### src/rtl/utf8d_pkg.sv
// shared types and constants of the utf-8 stream decoder
`timescale 1ns / 1ps

package utf8d_pkg;

    // field widths
    localparam int BYTE_W      = 8;
    localparam int CP_W        = 21;
    localparam int OUT_DATA_W  = 24;
    localparam int OUT_USER_W  = 2;
    localparam int QUEUE_DEPTH = 4;

    // code point limits
    localparam logic [CP_W-1:0] REPLACEMENT_CP = 21'h00FFFD;
    localparam logic [CP_W-1:0] CP_MAX         = 21'h10FFFF;
    localparam logic [CP_W-1:0] SURR_LO        = 21'h00D800;
    localparam logic [CP_W-1:0] SURR_HI        = 21'h00DFFF;

    // byte classes
    localparam logic [7:0] CONT_MASK  = 8'hC0;
    localparam logic [7:0] CONT_CODE  = 8'h80;
    localparam logic [7:0] LEAD2_MASK = 8'hE0;
    localparam logic [7:0] LEAD2_CODE = 8'hC0;
    localparam logic [7:0] LEAD3_MASK = 8'hF0;
    localparam logic [7:0] LEAD3_CODE = 8'hE0;
    localparam logic [7:0] LEAD4_MASK = 8'hF8;
    localparam logic [7:0] LEAD4_CODE = 8'hF0;
    localparam logic [7:0] PAY2_MASK  = 8'h1F;
    localparam logic [7:0] PAY3_MASK  = 8'h0F;
    localparam logic [7:0] PAY4_MASK  = 8'h07;
    localparam logic [7:0] CONT_PAY   = 8'h3F;

    // sequence lengths
    localparam logic [2:0] LEN_NONE = 3'd0;
    localparam logic [2:0] LEN_2    = 3'd2;
    localparam logic [2:0] LEN_3    = 3'd3;
    localparam logic [2:0] LEN_4    = 3'd4;

    // work for the back end: some replacements, then an optional tail result
    typedef struct packed {
        logic [1:0]      rep_cnt;
        logic            has_tail;
        logic [CP_W-1:0] tail_cp;
        logic            tail_repl;
        logic            tail_end;
    } t_desc;

    // queue handshake between the front end and the back end
    typedef struct packed {
        logic valid;
        logic full;
    } t_q_status;

endpackage

### src/rtl/utf8d_front.sv
// front end: accepts bytes, tracks the pending sequence, builds work descriptors
`timescale 1ns / 1ps

module utf8d_front (
    input  logic                             i_clk,
    input  logic                             i_rst_n,
    input  logic                             i_s_valid,
    input  logic [utf8d_pkg::BYTE_W-1:0]     i_data_byte,
    input  logic                             i_end_of_string,
    input  logic                             i_q_full,
    output logic                             o_s_ready,
    output logic                             o_push,
    output utf8d_pkg::t_desc                 o_desc
);
    import utf8d_pkg::*;

    logic [2:0]      r_exp_len, n_exp_len;
    logic [1:0]      r_seen, n_seen;
    logic [CP_W-1:0] r_part, n_part;

    logic            accept;
    logic            is_end;
    logic            is_cont;
    logic            pending;
    logic [2:0]      seen_inc;
    logic [CP_W-1:0] cont_val;
    logic            bad_val;
    t_desc           desc;

    assign o_s_ready = !i_q_full;
    assign accept    = i_s_valid && o_s_ready;

    // byte classification
    assign is_end   = i_end_of_string || (i_data_byte == '0);
    assign is_cont  = (i_data_byte & CONT_MASK) == CONT_CODE;
    assign pending  = r_exp_len != LEN_NONE;
    assign seen_inc = {1'b0, r_seen} + 3'd1;
    assign cont_val = {r_part[CP_W-7:0], i_data_byte[5:0]};
    assign bad_val  = (cont_val > CP_MAX) || ((cont_val >= SURR_LO) && (cont_val <= SURR_HI));

    // next state and descriptor
    always_comb begin
        n_exp_len      = r_exp_len;
        n_seen         = r_seen;
        n_part         = r_part;
        desc.rep_cnt   = 2'd0;
        desc.has_tail  = 1'b0;
        desc.tail_cp   = '0;
        desc.tail_repl = 1'b0;
        desc.tail_end  = 1'b0;
        if (is_end) begin
            // flush pending bytes, then the end marker
            desc.rep_cnt  = pending ? r_seen : 2'd0;
            desc.has_tail = 1'b1;
            desc.tail_end = 1'b1;
            n_exp_len     = LEN_NONE;
            n_seen        = 2'd0;
            n_part        = '0;
        end else if (pending && is_cont) begin
            if (seen_inc >= r_exp_len) begin
                desc.has_tail  = 1'b1;
                desc.tail_cp   = bad_val ? REPLACEMENT_CP : cont_val;
                desc.tail_repl = bad_val;
                n_exp_len      = LEN_NONE;
                n_seen         = 2'd0;
                n_part         = '0;
            end else begin
                n_seen = seen_inc[1:0];
                n_part = cont_val;
            end
        end else begin
            // broken sequence flush, then the byte as a new lead
            desc.rep_cnt = pending ? r_seen : 2'd0;
            n_exp_len    = LEN_NONE;
            n_seen       = 2'd0;
            n_part       = '0;
            if (!i_data_byte[7]) begin
                desc.has_tail = 1'b1;
                desc.tail_cp  = {{(CP_W-BYTE_W){1'b0}}, i_data_byte};
            end else if ((i_data_byte & LEAD2_MASK) == LEAD2_CODE) begin
                n_exp_len = LEN_2;
                n_seen    = 2'd1;
                n_part    = {{(CP_W-BYTE_W){1'b0}}, i_data_byte & PAY2_MASK};
            end else if ((i_data_byte & LEAD3_MASK) == LEAD3_CODE) begin
                n_exp_len = LEN_3;
                n_seen    = 2'd1;
                n_part    = {{(CP_W-BYTE_W){1'b0}}, i_data_byte & PAY3_MASK};
            end else if ((i_data_byte & LEAD4_MASK) == LEAD4_CODE) begin
                n_exp_len = LEN_4;
                n_seen    = 2'd1;
                n_part    = {{(CP_W-BYTE_W){1'b0}}, i_data_byte & PAY4_MASK};
            end else begin
                desc.has_tail  = 1'b1;
                desc.tail_cp   = REPLACEMENT_CP;
                desc.tail_repl = 1'b1;
            end
        end
    end

    // sequence state
    always_ff @(posedge i_clk) begin
        if (!i_rst_n) begin
            r_exp_len <= LEN_NONE;
            r_seen    <= 2'd0;
            r_part    <= '0;
        end else if (accept) begin
            r_exp_len <= n_exp_len;
            r_seen    <= n_seen;
            r_part    <= n_part;
        end
    end

    // only items that cause results go to the queue
    assign o_push = accept && ((desc.rep_cnt != 2'd0) || desc.has_tail);
    assign o_desc = desc;

endmodule

### src/rtl/utf8d_queue.sv
// small descriptor queue between front end and back end
`timescale 1ns / 1ps

module utf8d_queue #(
    parameter int DEPTH = utf8d_pkg::QUEUE_DEPTH
) (
    input  logic                  i_clk,
    input  logic                  i_rst_n,
    input  logic                  i_push,
    input  utf8d_pkg::t_desc      i_desc,
    input  logic                  i_pop,
    output utf8d_pkg::t_desc      o_head,
    output utf8d_pkg::t_q_status  o_status
);
    import utf8d_pkg::*;

    localparam int PTR_W = (DEPTH > 1) ? $clog2(DEPTH) : 1;
    localparam int CNT_W = $clog2(DEPTH + 1);
    localparam logic [PTR_W-1:0] PTR_LAST = PTR_W'(DEPTH - 1);
    localparam logic [CNT_W-1:0] CNT_FULL = CNT_W'(DEPTH);

    t_desc            r_slot [DEPTH];
    logic [PTR_W-1:0] r_wr_ptr, r_rd_ptr;
    logic [CNT_W-1:0] r_count;
    logic             do_push, do_pop;

    assign do_pop  = i_pop && (r_count != '0);
    assign do_push = i_push && (r_count != CNT_FULL);

    // slot storage
    always_ff @(posedge i_clk) begin
        if (do_push) begin
            r_slot[r_wr_ptr] <= i_desc;
        end
    end

    // pointers and fill count
    always_ff @(posedge i_clk) begin
        if (!i_rst_n) begin
            r_wr_ptr <= '0;
            r_rd_ptr <= '0;
            r_count  <= '0;
        end else begin
            if (do_push) begin
                r_wr_ptr <= (r_wr_ptr == PTR_LAST) ? '0 : r_wr_ptr + 1'b1;
            end
            if (do_pop) begin
                r_rd_ptr <= (r_rd_ptr == PTR_LAST) ? '0 : r_rd_ptr + 1'b1;
            end
            if (do_push && !do_pop) begin
                r_count <= r_count + 1'b1;
            end else if (do_pop && !do_push) begin
                r_count <= r_count - 1'b1;
            end
        end
    end

    assign o_head          = r_slot[r_rd_ptr];
    assign o_status.valid  = r_count != '0;
    assign o_status.full   = r_count == CNT_FULL;

endmodule

### src/rtl/utf8d_back.sv
// back end: expands descriptors into result transfers through an output register
`timescale 1ns / 1ps

module utf8d_back (
    input  logic                                i_clk,
    input  logic                                i_rst_n,
    input  utf8d_pkg::t_desc                    i_head,
    input  utf8d_pkg::t_q_status                i_q_status,
    output logic                                o_pop,
    output logic                                o_m_valid,
    input  logic                                i_m_ready,
    output logic [utf8d_pkg::CP_W-1:0]          o_code_point,
    output logic                                o_was_replaced,
    output logic                                o_end_marker,
    output logic                                o_last_of_run
);
    import utf8d_pkg::*;

    logic [1:0]      r_idx;
    logic            r_valid;
    logic [CP_W-1:0] r_cp;
    logic            r_repl, r_endm, r_last;

    logic            advance;
    logic            cur_is_rep;
    logic            cur_last;
    logic [CP_W-1:0] cur_cp;
    logic            cur_repl, cur_endm;

    // pick the next result of the head descriptor
    assign cur_is_rep = r_idx < i_head.rep_cnt;
    assign cur_last   = cur_is_rep ? ((r_idx == i_head.rep_cnt - 2'd1) && !i_head.has_tail)
                                   : 1'b1;
    assign cur_cp     = cur_is_rep ? REPLACEMENT_CP : i_head.tail_cp;
    assign cur_repl   = cur_is_rep ? 1'b1 : i_head.tail_repl;
    assign cur_endm   = cur_is_rep ? 1'b0 : i_head.tail_end;

    assign advance = i_q_status.valid && (!r_valid || i_m_ready);
    assign o_pop   = advance && cur_last;

    // result index within the descriptor and output valid
    always_ff @(posedge i_clk) begin
        if (!i_rst_n) begin
            r_idx   <= 2'd0;
            r_valid <= 1'b0;
        end else begin
            if (advance) begin
                r_idx   <= cur_last ? 2'd0 : r_idx + 2'd1;
                r_valid <= 1'b1;
            end else if (i_m_ready) begin
                r_valid <= 1'b0;
            end
        end
    end

    // output payload register
    always_ff @(posedge i_clk) begin
        if (advance) begin
            r_cp   <= cur_cp;
            r_repl <= cur_repl;
            r_endm <= cur_endm;
            r_last <= cur_last;
        end
    end

    assign o_m_valid      = r_valid;
    assign o_code_point   = r_cp;
    assign o_was_replaced = r_repl;
    assign o_end_marker   = r_endm;
    assign o_last_of_run  = r_last;

endmodule

### src/rtl/utf8_stream_decoder_core.sv
// UTF-8 byte stream to Unicode code point decoder, top level
//
// input stream: one UTF-8 byte per transfer in s_axis_tdata; s_axis_tlast
// marks the string terminator (a zero byte counts as a terminator as well).
// output stream: one code point per transfer in m_axis_tdata, flags in
// m_axis_tuser, m_axis_tlast on the final result caused by an input byte.
// invalid input yields U+FFFD with the replaced flag; a terminator flushes a
// pending partial sequence as replacements and then sends one end marker.
// each result passes through the descriptor queue and the output register.
// throughput: one byte per cycle while each byte causes at most one result
// and the receiver is ready; up to four results of one byte go out one by
// one through the single result register of the back end. bytes that only
// extend a sequence cause no transfer. the descriptor queue (QUEUE_DEPTH
// entries) absorbs such bursts; s_axis_tready drops only while it is full.
// reset clears the pending sequence, the queue and the output valid.
// when the receiver stalls, the held result stays put and input is still
// taken until the queue fills.
`timescale 1ns / 1ps

module utf8_stream_decoder_core #(
    parameter int QUEUE_DEPTH = utf8d_pkg::QUEUE_DEPTH
) (
    input  logic                               i_clk,
    input  logic                               i_rst_n,
    input  logic                               s_axis_tvalid,
    output logic                               s_axis_tready,
    input  logic [7:0]                         s_axis_tdata,  // data_byte
    input  logic                               s_axis_tlast,  // end_of_string
    output logic                               m_axis_tvalid,
    input  logic                               m_axis_tready,
    output logic [utf8d_pkg::OUT_DATA_W-1:0]   m_axis_tdata,  // code_point, zero pad
    output logic [utf8d_pkg::OUT_USER_W-1:0]   m_axis_tuser,  // was_replaced, end_marker
    output logic                               m_axis_tlast   // last_of_run
);
    import utf8d_pkg::*;

    t_desc           push_desc;
    t_desc           head_desc;
    t_q_status       q_status;
    logic            push;
    logic            pop;
    logic [CP_W-1:0] code_point;
    logic            was_replaced;
    logic            end_marker;

    // byte intake and classification
    utf8d_front u_front (
        .i_clk           (i_clk),
        .i_rst_n         (i_rst_n),
        .i_s_valid       (s_axis_tvalid),
        .i_data_byte     (s_axis_tdata),
        .i_end_of_string (s_axis_tlast),
        .i_q_full        (q_status.full),
        .o_s_ready       (s_axis_tready),
        .o_push          (push),
        .o_desc          (push_desc)
    );

    // descriptor queue
    utf8d_queue #(
        .DEPTH (QUEUE_DEPTH)
    ) u_queue (
        .i_clk    (i_clk),
        .i_rst_n  (i_rst_n),
        .i_push   (push),
        .i_desc   (push_desc),
        .i_pop    (pop),
        .o_head   (head_desc),
        .o_status (q_status)
    );

    // result expansion and output register
    utf8d_back u_back (
        .i_clk          (i_clk),
        .i_rst_n        (i_rst_n),
        .i_head         (head_desc),
        .i_q_status     (q_status),
        .o_pop          (pop),
        .o_m_valid      (m_axis_tvalid),
        .i_m_ready      (m_axis_tready),
        .o_code_point   (code_point),
        .o_was_replaced (was_replaced),
        .o_end_marker   (end_marker),
        .o_last_of_run  (m_axis_tlast)
    );

    // output packing
    assign m_axis_tdata = {{(OUT_DATA_W-CP_W){1'b0}}, code_point};
    assign m_axis_tuser = {end_marker, was_replaced};

endmodule

### config.mk
export PLATFORM = sky130hd
export DESIGN_NAME = utf8_stream_decoder_core
export DESIGN_NICKNAME = d
export VERILOG_FILES = /design/src/rtl/utf8d_pkg.sv /design/src/rtl/utf8d_front.sv /design/src/rtl/utf8d_queue.sv /design/src/rtl/utf8d_back.sv /design/src/rtl/utf8_stream_decoder_core.sv
export SDC_FILE = /design/constraint.sdc
export NUM_CORES = 1
export LEC_CHECK = 0
export BUFFER_PORTS_ARGS = -buffer_cell sky130_fd_sc_hd__buf_2
export CORE_ASPECT_RATIO = 1.4
export CORE_MARGIN = 1.5
export CORE_UTILIZATION = 34
export CTS_CLUSTER_SIZE = 40
export DETAILED_ROUTE_END_ITERATION = 7
export SLEW_MARGIN = 20
export SYNTH_ARGS = -nofsm -noshare
export SYNTH_HDL_FRONTEND = slang
export SYNTH_SLANG_ARGS = --single-unit
### constraint.sdc
create_clock -name i_clk -period 5.2 [get_ports i_clk]
set_input_delay 1.56 -clock i_clk [delete_from_list [all_inputs] [get_ports i_clk]]
set_output_delay 1.56 -clock i_clk [all_outputs]
set_load 0.1 [all_outputs]
==> qor.csv, run 1 <==
metric;value;unit
status;finished clean;
Cells after Synth;424;
total die area;20200;sq um
setup ws final;1.31;ns
setup total negative slack;0;ns
syn avg cell area;15.5;sq um
Post-synth ARST share;0;%
Routed Antenna Nets;0;
post-route clock period utilization;74.9;%
Yosys reg bits;160;
pwr dens;588;nW/um^2
Worst-path clk slew;0.06;ns
worst skew pair latency;0.42;ns
EDFF count, synth;128;
final hold violation count;0;
die width;121;microns
post-synth top area share;58.4;%
Slew Viols, Final;0;
CORE AREA;19100;sq um
Post-Route Skew;0.00592;ns
number of remaining DRC errors;0;
Resize count post-CTS;0;
dpl hpwl;8.14;mm
slew at the pin closest to its max-slew limit;0.997;ns
post-place setup slack;0.870;ns
Root Buffer;clkbuf_16;
Critical Path Source Type;input port;
GPL Wtd Cong;0.890;
total wire length;12.2;mm
share of layout cells above drive strength 1;25.6;%
most area-consuming cells after synthesis;edfxtp_1 (58%), dfxtp_1 (9.7%), mux4_2 (8.6%);
port bufs;38;
nets@finish;497;
Initial Util;34.5;%
RSZ-0062 raised after global routing;false;
H-tree lvl count;4;
dpl cells;700;
critical path cell sequence;buf_2 -> nor4_1 -> a41o_1 -> o21bai_1 -> buf_4 -> o21a_1 -> ha_1 -> inv_1 -> fa_1 -> xor2_1 -> or3_1 -> a21boi_0;
most common cell after layout, fill and taps aside;edfxtp_1;
Slew headroom;33.0;%
total clock buffers created by CTS;17;
number of setup buffers added after CTS;0;
flop-to-flop setup slack;1.74;ns
first-pass GRT wire length;19.8;mm
total power draw;4.52;mW
Synth Flop Type;edfxtp_1;
Worst Hold Class;flop to flop;
YS warnings;0;
Rows;60;
Layout area overhead;16.7;%
Worst path max stage delay;0.43;ns
overall via count from detail_route;3524;
Arr. time, crit path;4.24;ns
max_cap viols;0;
Clock Sinks;160;
CTS tree;done;
worst path required time;5.55;ns
initial DRC count;234;
drt wl/cell;16.7;microns
CTS hold repair buffers;0;
Die H;168;microns
fin crit period;3.89;ns
maximum number of pins on one net before global-route repair;34;
most frequent cells in the layout;edfxtp_1 (128), buf_2 (38), dfxtp_1 (31);
DR vias/cell;4.81;
hold_ws;0.487;ns
DR pass1 iterations;5;
Tot GR Track Use;13.0;%
Setup-failing EPs final;0;
P_leak;2.67;nW
vias in the first global route;3727;
synthesized cell area;6590;sq um
Critical Path Fanout Max;9;
Critical Path Slowest Stage Cell;fa_1;
IO Count;42;
Seq/Total Area, Yosys;68.1;%
largest area contributor in the netlist;edfxtp_1;
fmax;257;MHz
worst IR drop on VDD;0.272;mV
endpoint class of the critical path;flop;
initial antenna violation count;0;
Synth cell types;53;
diode count;0;
clock tree buffer depth;2;
critical path class;input port to flop;
grt ovf;0;
post-route insts no fill;732;
Yosys cell counts, types with 9 or more instances:
cell and instances:
or2_2 18, a22oi_1 11, mux4_2 25, ha_1 12, nand2_1 25, dfxtp_1 32
clkbuf_1 11, a21o_1 9, nor2b_1 24, edfxtp_1 128, inv_1 11, nor2_1 19
and2_1 15
through the flow:
| step | util, % | cell area (sq um) |
|---|---|---|
| after floorplan | - | 6590 |
| after global placement | 37.1 | 7070 |
| after detailed placement | 37.1 | 7070 |
| after CTS | 40.3 | 7680 |
| after global routing | 40.3 | 7680 |
| final | 40.3 | 7680 |
worst max-delay path: cells and delay by family:
family | cells | cell delay, ns
compound gates | 4 | 0.91
buf+inv | 3 | 0.36
simple gates | 2 | 0.57
fa+ha+maj | 2 | 0.66
xor+xnor | 1 | 0.18
sequential cells by signal (all words and copies together), names as in the netlist, named ones only:
name / flops
u_front.r_exp_len: 3
u_queue.r_slot: 104
u_back.r_idx: 2
u_back.o_end_marker: 1
u_back.o_last_of_run: 1
u_queue.r_wr_ptr: 2
u_front.r_seen: 2
u_back.o_code_point: 21
u_back.o_m_valid: 1
u_queue.r_count: 3
u_front.r_part: 15
u_queue.r_rd_ptr: 2
u_back.o_was_replaced: 1
metal layers:
| metal | global-route usage (%) | vias to the layer above | part of all wire (%) |
|---|---|---|---|
| met4 | 6.29 | 0 | 1.8 |
| li1 | - | 1686 | - |
| met1 | 15.2 | 1753 | 42 |
| met5 | 0 | - | 0 |
| met2 | 22.1 | 68 | 52 |
| met3 | 3.20 | 17 | 4.1 |
cell families (layout without fill, tap and decap cells):
kind of cell | count (synthesis) | in the layout | share of synthesized area [%]
compound gates | 56 | 56 | 6.19
xor+xnor | 3 | 3 | 0.608
fa+ha+maj | 13 | 13 | 2.58
buf+inv | 33 | 91 | 2.34
flops | 160 | 160 | 68.1
mux | 30 | 30 | 9.56
other cells | 1 | 3 | 0.0569
simple gates | 128 | 128 | 10.6
cell type report:
type	count	area [sq um]
inverter	11	41.3
clock buffer	21	450
sequential	160	4490
fill	1781	11400
tap	248	310
clock inverter	11	164
multi-input combinational	233	1970
timing repair buffer	48	265
worst paths after layout:
path                                           from                           endpoint  cells after the start
hold reg to reg   u_front.r_exp_len[0]$_SDFFE_PN0P_  u_front.r_exp_len[0]$_SDFFE_PN0P_                      2
setup / recovery                    s_axis_tdata[0]    u_queue.r_count[2]$_SDFFE_PN0P_                     12
hold / removal    u_front.r_exp_len[0]$_SDFFE_PN0P_  u_front.r_exp_len[0]$_SDFFE_PN0P_                      2
setup reg to reg                               flop    u_queue.r_count[2]$_SDFFE_PN0P_                     14
report_power, final:
part | leakage (nW) | total (mW) | internal, mW | switching (mW)
logic | 0.934 | 1.52 | 0.390 | 1.13
registers | 1.44 | 1.71 | 1.65 | 0.0597
clock network | 0.298 | 1.28 | 0.813 | 0.470
total | 2.67 | 4.52 | 2.85 | 1.66
Power figures use the tool's default switching activity.
==> run 2: changes to the inputs <==
Clock period 5.2 ns to 3.7 ns, I/O delays scaled along.
==> run 2 against run 1 <==
- core utilization down 0.12 points
- cell area down 0.31%
- final cell count up 0.68%
- critical endpoint unchanged
- first-iteration DRC count down 3.4%
- combinational power up 41%
==> qor.csv, run 2 (synthesized netlist as in run 1, its figures left out) <==
metric;value;unit
status;finished clean;
endpoint class of the critical path;flop;
critical path class;flop to flop;
total power draw;6.19;mW
DR vias/cell;4.84;
total clock buffers created by CTS;17;
Critical Path Slowest Stage Cell;fa_1;
Initial Util;34.5;%
nets@finish;502;
CTS hold repair buffers;0;
grt ovf;0;
Critical Path Fanout Max;25;
post-route clock period utilization;87.0;%
initial antenna violation count;0;
port bufs;38;
GPL Wtd Cong;0.879;
Worst path max stage delay;0.44;ns
max_cap viols;0;
Layout area overhead;16.3;%
Slew headroom;44.8;%
drt wl/cell;16.9;microns
share of layout cells above drive strength 1;25.6;%
vias in the first global route;3718;
pwr dens;808;nW/um^2
register area;4490;sq um
Rows;60;
Largest register FFs;104;
dpl hpwl;8.22;mm
H-tree lvl count;4;
number of remaining DRC errors;0;
slew at the pin closest to its max-slew limit;0.824;ns
most common cell after layout, fill and taps aside;edfxtp_1;
initial DRC count;226;
worst skew pair latency;0.42;ns
final hold violation count;0;
critical path cell sequence;buf_4 -> mux4_2 -> ha_1 -> inv_1 -> a21oi_1 -> o31ai_4 -> nand2_2 -> ha_1 -> inv_1 -> fa_1 -> xor2_1 -> or3_1 -> a21boi_0;
Largest Register;u_queue.r_slot;
fmax;311;MHz
DR pass1 iterations;4;
maximum number of pins on one net before global-route repair;34;
Root Buffer;clkbuf_16;
RSZ-0062 raised after global routing;false;
Setup-failing EPs final;0;
Layout fillers;1786;
first-pass GRT wire length;19.8;mm
fin crit period;3.22;ns
Routed Antenna Nets;0;
Critical Path Source Type;flop;
setup total negative slack;0;ns
worst IR drop on VDD;0.379;mV
CTS tree;done;
Worst-path clk slew;0.06;ns
clock tree buffer depth;2;
diode count;0;
overall via count from detail_route;3570;
Clock Sinks;160;
Die H;168;microns
worst hold start;u_queue.r_rd_ptr[0]$_SDFFE_PN0P_;
worst path required time;4.04;ns
number of setup buffers added after CTS;0;
CORE AREA;19100;sq um
die width;121;microns
Post-Route Skew;0.00687;ns
most frequent cells in the layout;edfxtp_1 (128), buf_2 (38), dfxtp_1 (31);
P_leak;2.66;nW
Worst Hold Class;flop to flop;
total die area;20200;sq um
area of the multi-input gates;1970;sq um
IO Count;42;
total wire length;12.4;mm
Arr. time, crit path;3.56;ns
Tot GR Track Use;13.2;%
Resize count post-CTS;0;
Slew Viols, Final;0;
run 2: cell types whose count changed in the layout (fill, tap and decap cells not counted), moves of 2 or more:
cell       previous run  this run
buf_4                10        15
clkinv_1              1         6
bufinv_16             4         2
clkinv_2              3         1
run 2: layout make-up:
cell class              count  share of cell area [%]
flip-flops and latches    160                    58.6
repair buffers             53                    3.95
inverters                  11                   0.539
clock buffers              19                    5.65
clock inverters            13                    1.57
multi-input cells         233                    25.7
well taps                 248                    4.05
run 2: final timing paths:
path         cells after the start  slack (ns)                               to
min                              2        0.49                             flop
max reg2reg                     13        0.48  u_queue.r_count[2]$_SDFFE_PN0P_
max                             13        0.48  u_queue.r_count[2]$_SDFFE_PN0P_
min reg2reg                      2        0.49                             flop
run 2: per-stage QoR:
step	area, sq um	hold WS, ns	setup slack (ns)	util [%]	cells
floorplan	6600	0.454	0.0958	-	426
global route	7660	0.519	0.202	40.2	737
finish	7660	0.487	0.480	40.2	737
detailed placement	7110	0.476	0.153	37.3	705
CTS	7660	0.489	0.411	40.2	737
global placement	7110	0.469	0.264	37.3	705
run 2: metal layers:
layer / up-vias / share of wire [%] / global-route usage, %
met4: 0 / 2.5 / 6.60
met2: 80 / 50 / 22.0
met3: 17 / 3.7 / 3.44
li1: 1697 / - / -
met1: 1776 / 44 / 15.8
met5: - / 0 / 0
run 2: power by group:
group / internal, mW / leakage (nW) / total, mW / switching [mW]
Sequential: 2.32 / 1.44 / 2.41 / 0.0872
Combinational: 0.553 / 0.960 / 2.14 / 1.58
Clock: 0.979 / 0.262 / 1.64 / 0.663
Total: 3.85 / 2.66 / 6.19 / 2.33
run 2: worst max-delay path: cells and delay by family, from the launching register on:
kind | cells | cell delay (ns)
muxes | 1 | 0.31
AOI/OAI and AO/OA | 3 | 0.59
and+or+nand+nor | 2 | 0.45
xor gates and xnor gates | 1 | 0.18
adders and majority gates | 3 | 0.78
DFF | 1 | 0.34
buffers and inverters | 3 | 0.47
==> run 3: changes to the inputs <==
Settings changed: CORE_ASPECT_RATIO 1.4 to 0.8.
==> run 3 against run 2 <==
- cell area grew 0.85%
- worst hold slack gained 0.0040 ns
- sequential power is essentially flat
- largest power group unchanged
- highest routed layer unchanged
- power grew 3.4%
- register-to-register slack gained 0.07 ns
- global-route usage grew 1.1 points
- critical path type unchanged
- wire length grew 8.2%
- sequential share of layout area shrank 0.49 points
- critical endpoint unchanged
- largest cell class unchanged
- core utilization grew 0.54 points
==> qor.csv, run 3 (synthesized netlist as in run 1, its figures left out) <==
metric;value;unit
CP delay by family, top;multiplexers;
most frequent cells in the layout;edfxtp_1 (128), buf_2 (38), dfxtp_1 (31);
register area;4490;sq um
setup total negative slack;0;ns
Comb power frac;34.3;%
max_cap viols;0;
vias in the first global route;3697;
drt wl/cell;18.0;microns
dpl cells;714;
most common cell after layout, fill and taps aside;edfxtp_1;
post-place setup slack;0.163;ns
Sw Ratio;38.3;%
area of the multi-input gates;1970;sq um
IO Count;42;
initial antenna violation count;0;
clock share of power;28.0;%
Routed Antenna Nets;0;
Cells on Worst Hold Path;2;
DR vias/cell;4.96;
Initial Util;34.7;%
grt ovf;0;
fin crit period;3.15;ns
Reg2Reg Depth;10;
Post-Route Skew;0.0117;ns
CORE AREA;19000;sq um
Root Buffer;clkbuf_16;
final hold violation count;0;
Resize count post-CTS;0;
endpoint class of the critical path;flop;
dpl hpwl;8.63;mm
Clock Sinks;160;
Worst Hold Class;flop to flop;
Slew headroom;39.5;%
share of layout cells above drive strength 1;27.0;%
dpl cell area;7110;sq um
pwr dens;828;nW/um^2
Worst path max stage delay;0.61;ns
Layout fillers;1766;
critical path cell sequence;buf_4 -> mux4_2 -> o31ai_4 -> nand2_2 -> ha_1 -> inv_1 -> fa_1 -> xor2_1 -> or3_1 -> a21boi_0;
nets@finish;501;
Int Power;3.95;mW
post-route insts no fill;746;
clock tree buffer depth;2;
RSZ-0062 raised after global routing;false;
number of remaining DRC errors;0;
Layout area overhead;17.3;%
worst skew pair latency;0.42;ns
GPL Wtd Cong;0.909;
first-pass GRT wire length;21.2;mm
Worst-path clk slew;0.06;ns
Final Core Density;40.7;%
total power draw;6.40;mW
hold_ws;0.491;ns
CTS tree;done;
post-route clock period utilization;85.2;%
fmax;317;MHz
number of setup buffers added after CTS;0;
Arr. time, crit path;3.50;ns
Sequential Power Share;37.7;%
diode count;0;
worst path required time;4.05;ns
setup ws final;0.548;ns
Critical Path Fanout Max;24;
initial DRC count;272;
Critical Path Source Type;flop;
Setup-failing EPs final;0;
Slew Viols, Final;0;
Rows;45;
maximum number of pins on one net before global-route repair;34;
total die area;20200;sq um
Largest register FFs;104;
critical path class;flop to flop;
Worst path depth;10;
Largest Register;u_queue.r_slot;
worst IR drop on VDD;0.577;mV
Die H;127;microns
P_leak;2.68;nW
port bufs;38;
total wire length;13.5;mm
CTS hold repair buffers;0;
slew at the pin closest to its max-slew limit;0.895;ns
final instance area;7720;sq um
H-tree lvl count;4;
Net Sw Power;2.45;mW
total clock buffers created by CTS;17;
buffer and inverter count on the worst path;2;
DR pass1 iterations;5;
Tot GR Track Use;14.3;%
status;finished clean;
overall via count from detail_route;3699;
Critical Path Slowest Stage Cell;mux4_2;
die width;159;microns
-- run 3: cell types whose count changed in the layout (fill, tap and decap cells not counted) --
cell / delta
clkinv_1: -5
buf_4: -1
a21oi_1: -1
inv_8: +1
clkinv_4: +1
a21oi_2: +1
bufinv_16: +1
inv_6: +2
clkinvlp_4: +2
clkbuf_1: -2
-- run 3: layer usage --
metal	vias up	track usage (%)	share of wire (%)
met1	1885	21.1	50
met2	102	20.5	44
li1	1698	-	-
met5	-	0	0
met3	14	3.87	5.4
met4	0	4.51	1.1
-- run 3: area by class of cell --
cell class,count,share of cell area [%]
clock inverter,15,2.38
sequential,160,58.1
tap,258,4.18
inverter,11,0.535
timing repair buffer,52,3.82
multi-input combinational,233,25.5
clock buffer,17,5.51
-- run 3: power by group through the flow --
stage	logic, mW	registers (mW)	clock network, mW
2_1_floorplan	0.962	3.27	0
3_3_place_gp	2.20	2.44	0
3_5_place_dp	2.22	2.45	0
4_1_cts	2.23	2.42	1.83
5_1_grt	2.34	2.44	1.90
6_report	2.19	2.41	1.79
-- run 3: path summary, 6_finish.rpt --
kind | from | end | slack [ns]
setup / recovery | flop | u_queue.r_count[2]$_SDFFE_PN0P_ | 0.55
hold / removal | u_back.r_idx[0]$_SDFFE_PN0P_ | u_back.r_idx[0]$_SDFFE_PN0P_ | 0.49
setup reg to reg | flop | u_queue.r_count[2]$_SDFFE_PN0P_ | 0.55
hold reg to reg | u_back.r_idx[0]$_SDFFE_PN0P_ | u_back.r_idx[0]$_SDFFE_PN0P_ | 0.49
-- run 3: worst register-to-register path: cells and delay by family (launching register included) --
| kind | cells | cell delay, ns |
|---|---|---|
| muxes | 1 | 0.62 |
| buffers and inverters | 2 | 0.56 |
| AOI/OAI and AO/OA | 2 | 0.53 |
| and+or+nand+nor | 2 | 0.48 |
| adders and majority gates | 2 | 0.45 |
| DFF | 1 | 0.36 |
| xor gates and xnor gates | 1 | 0.08 |
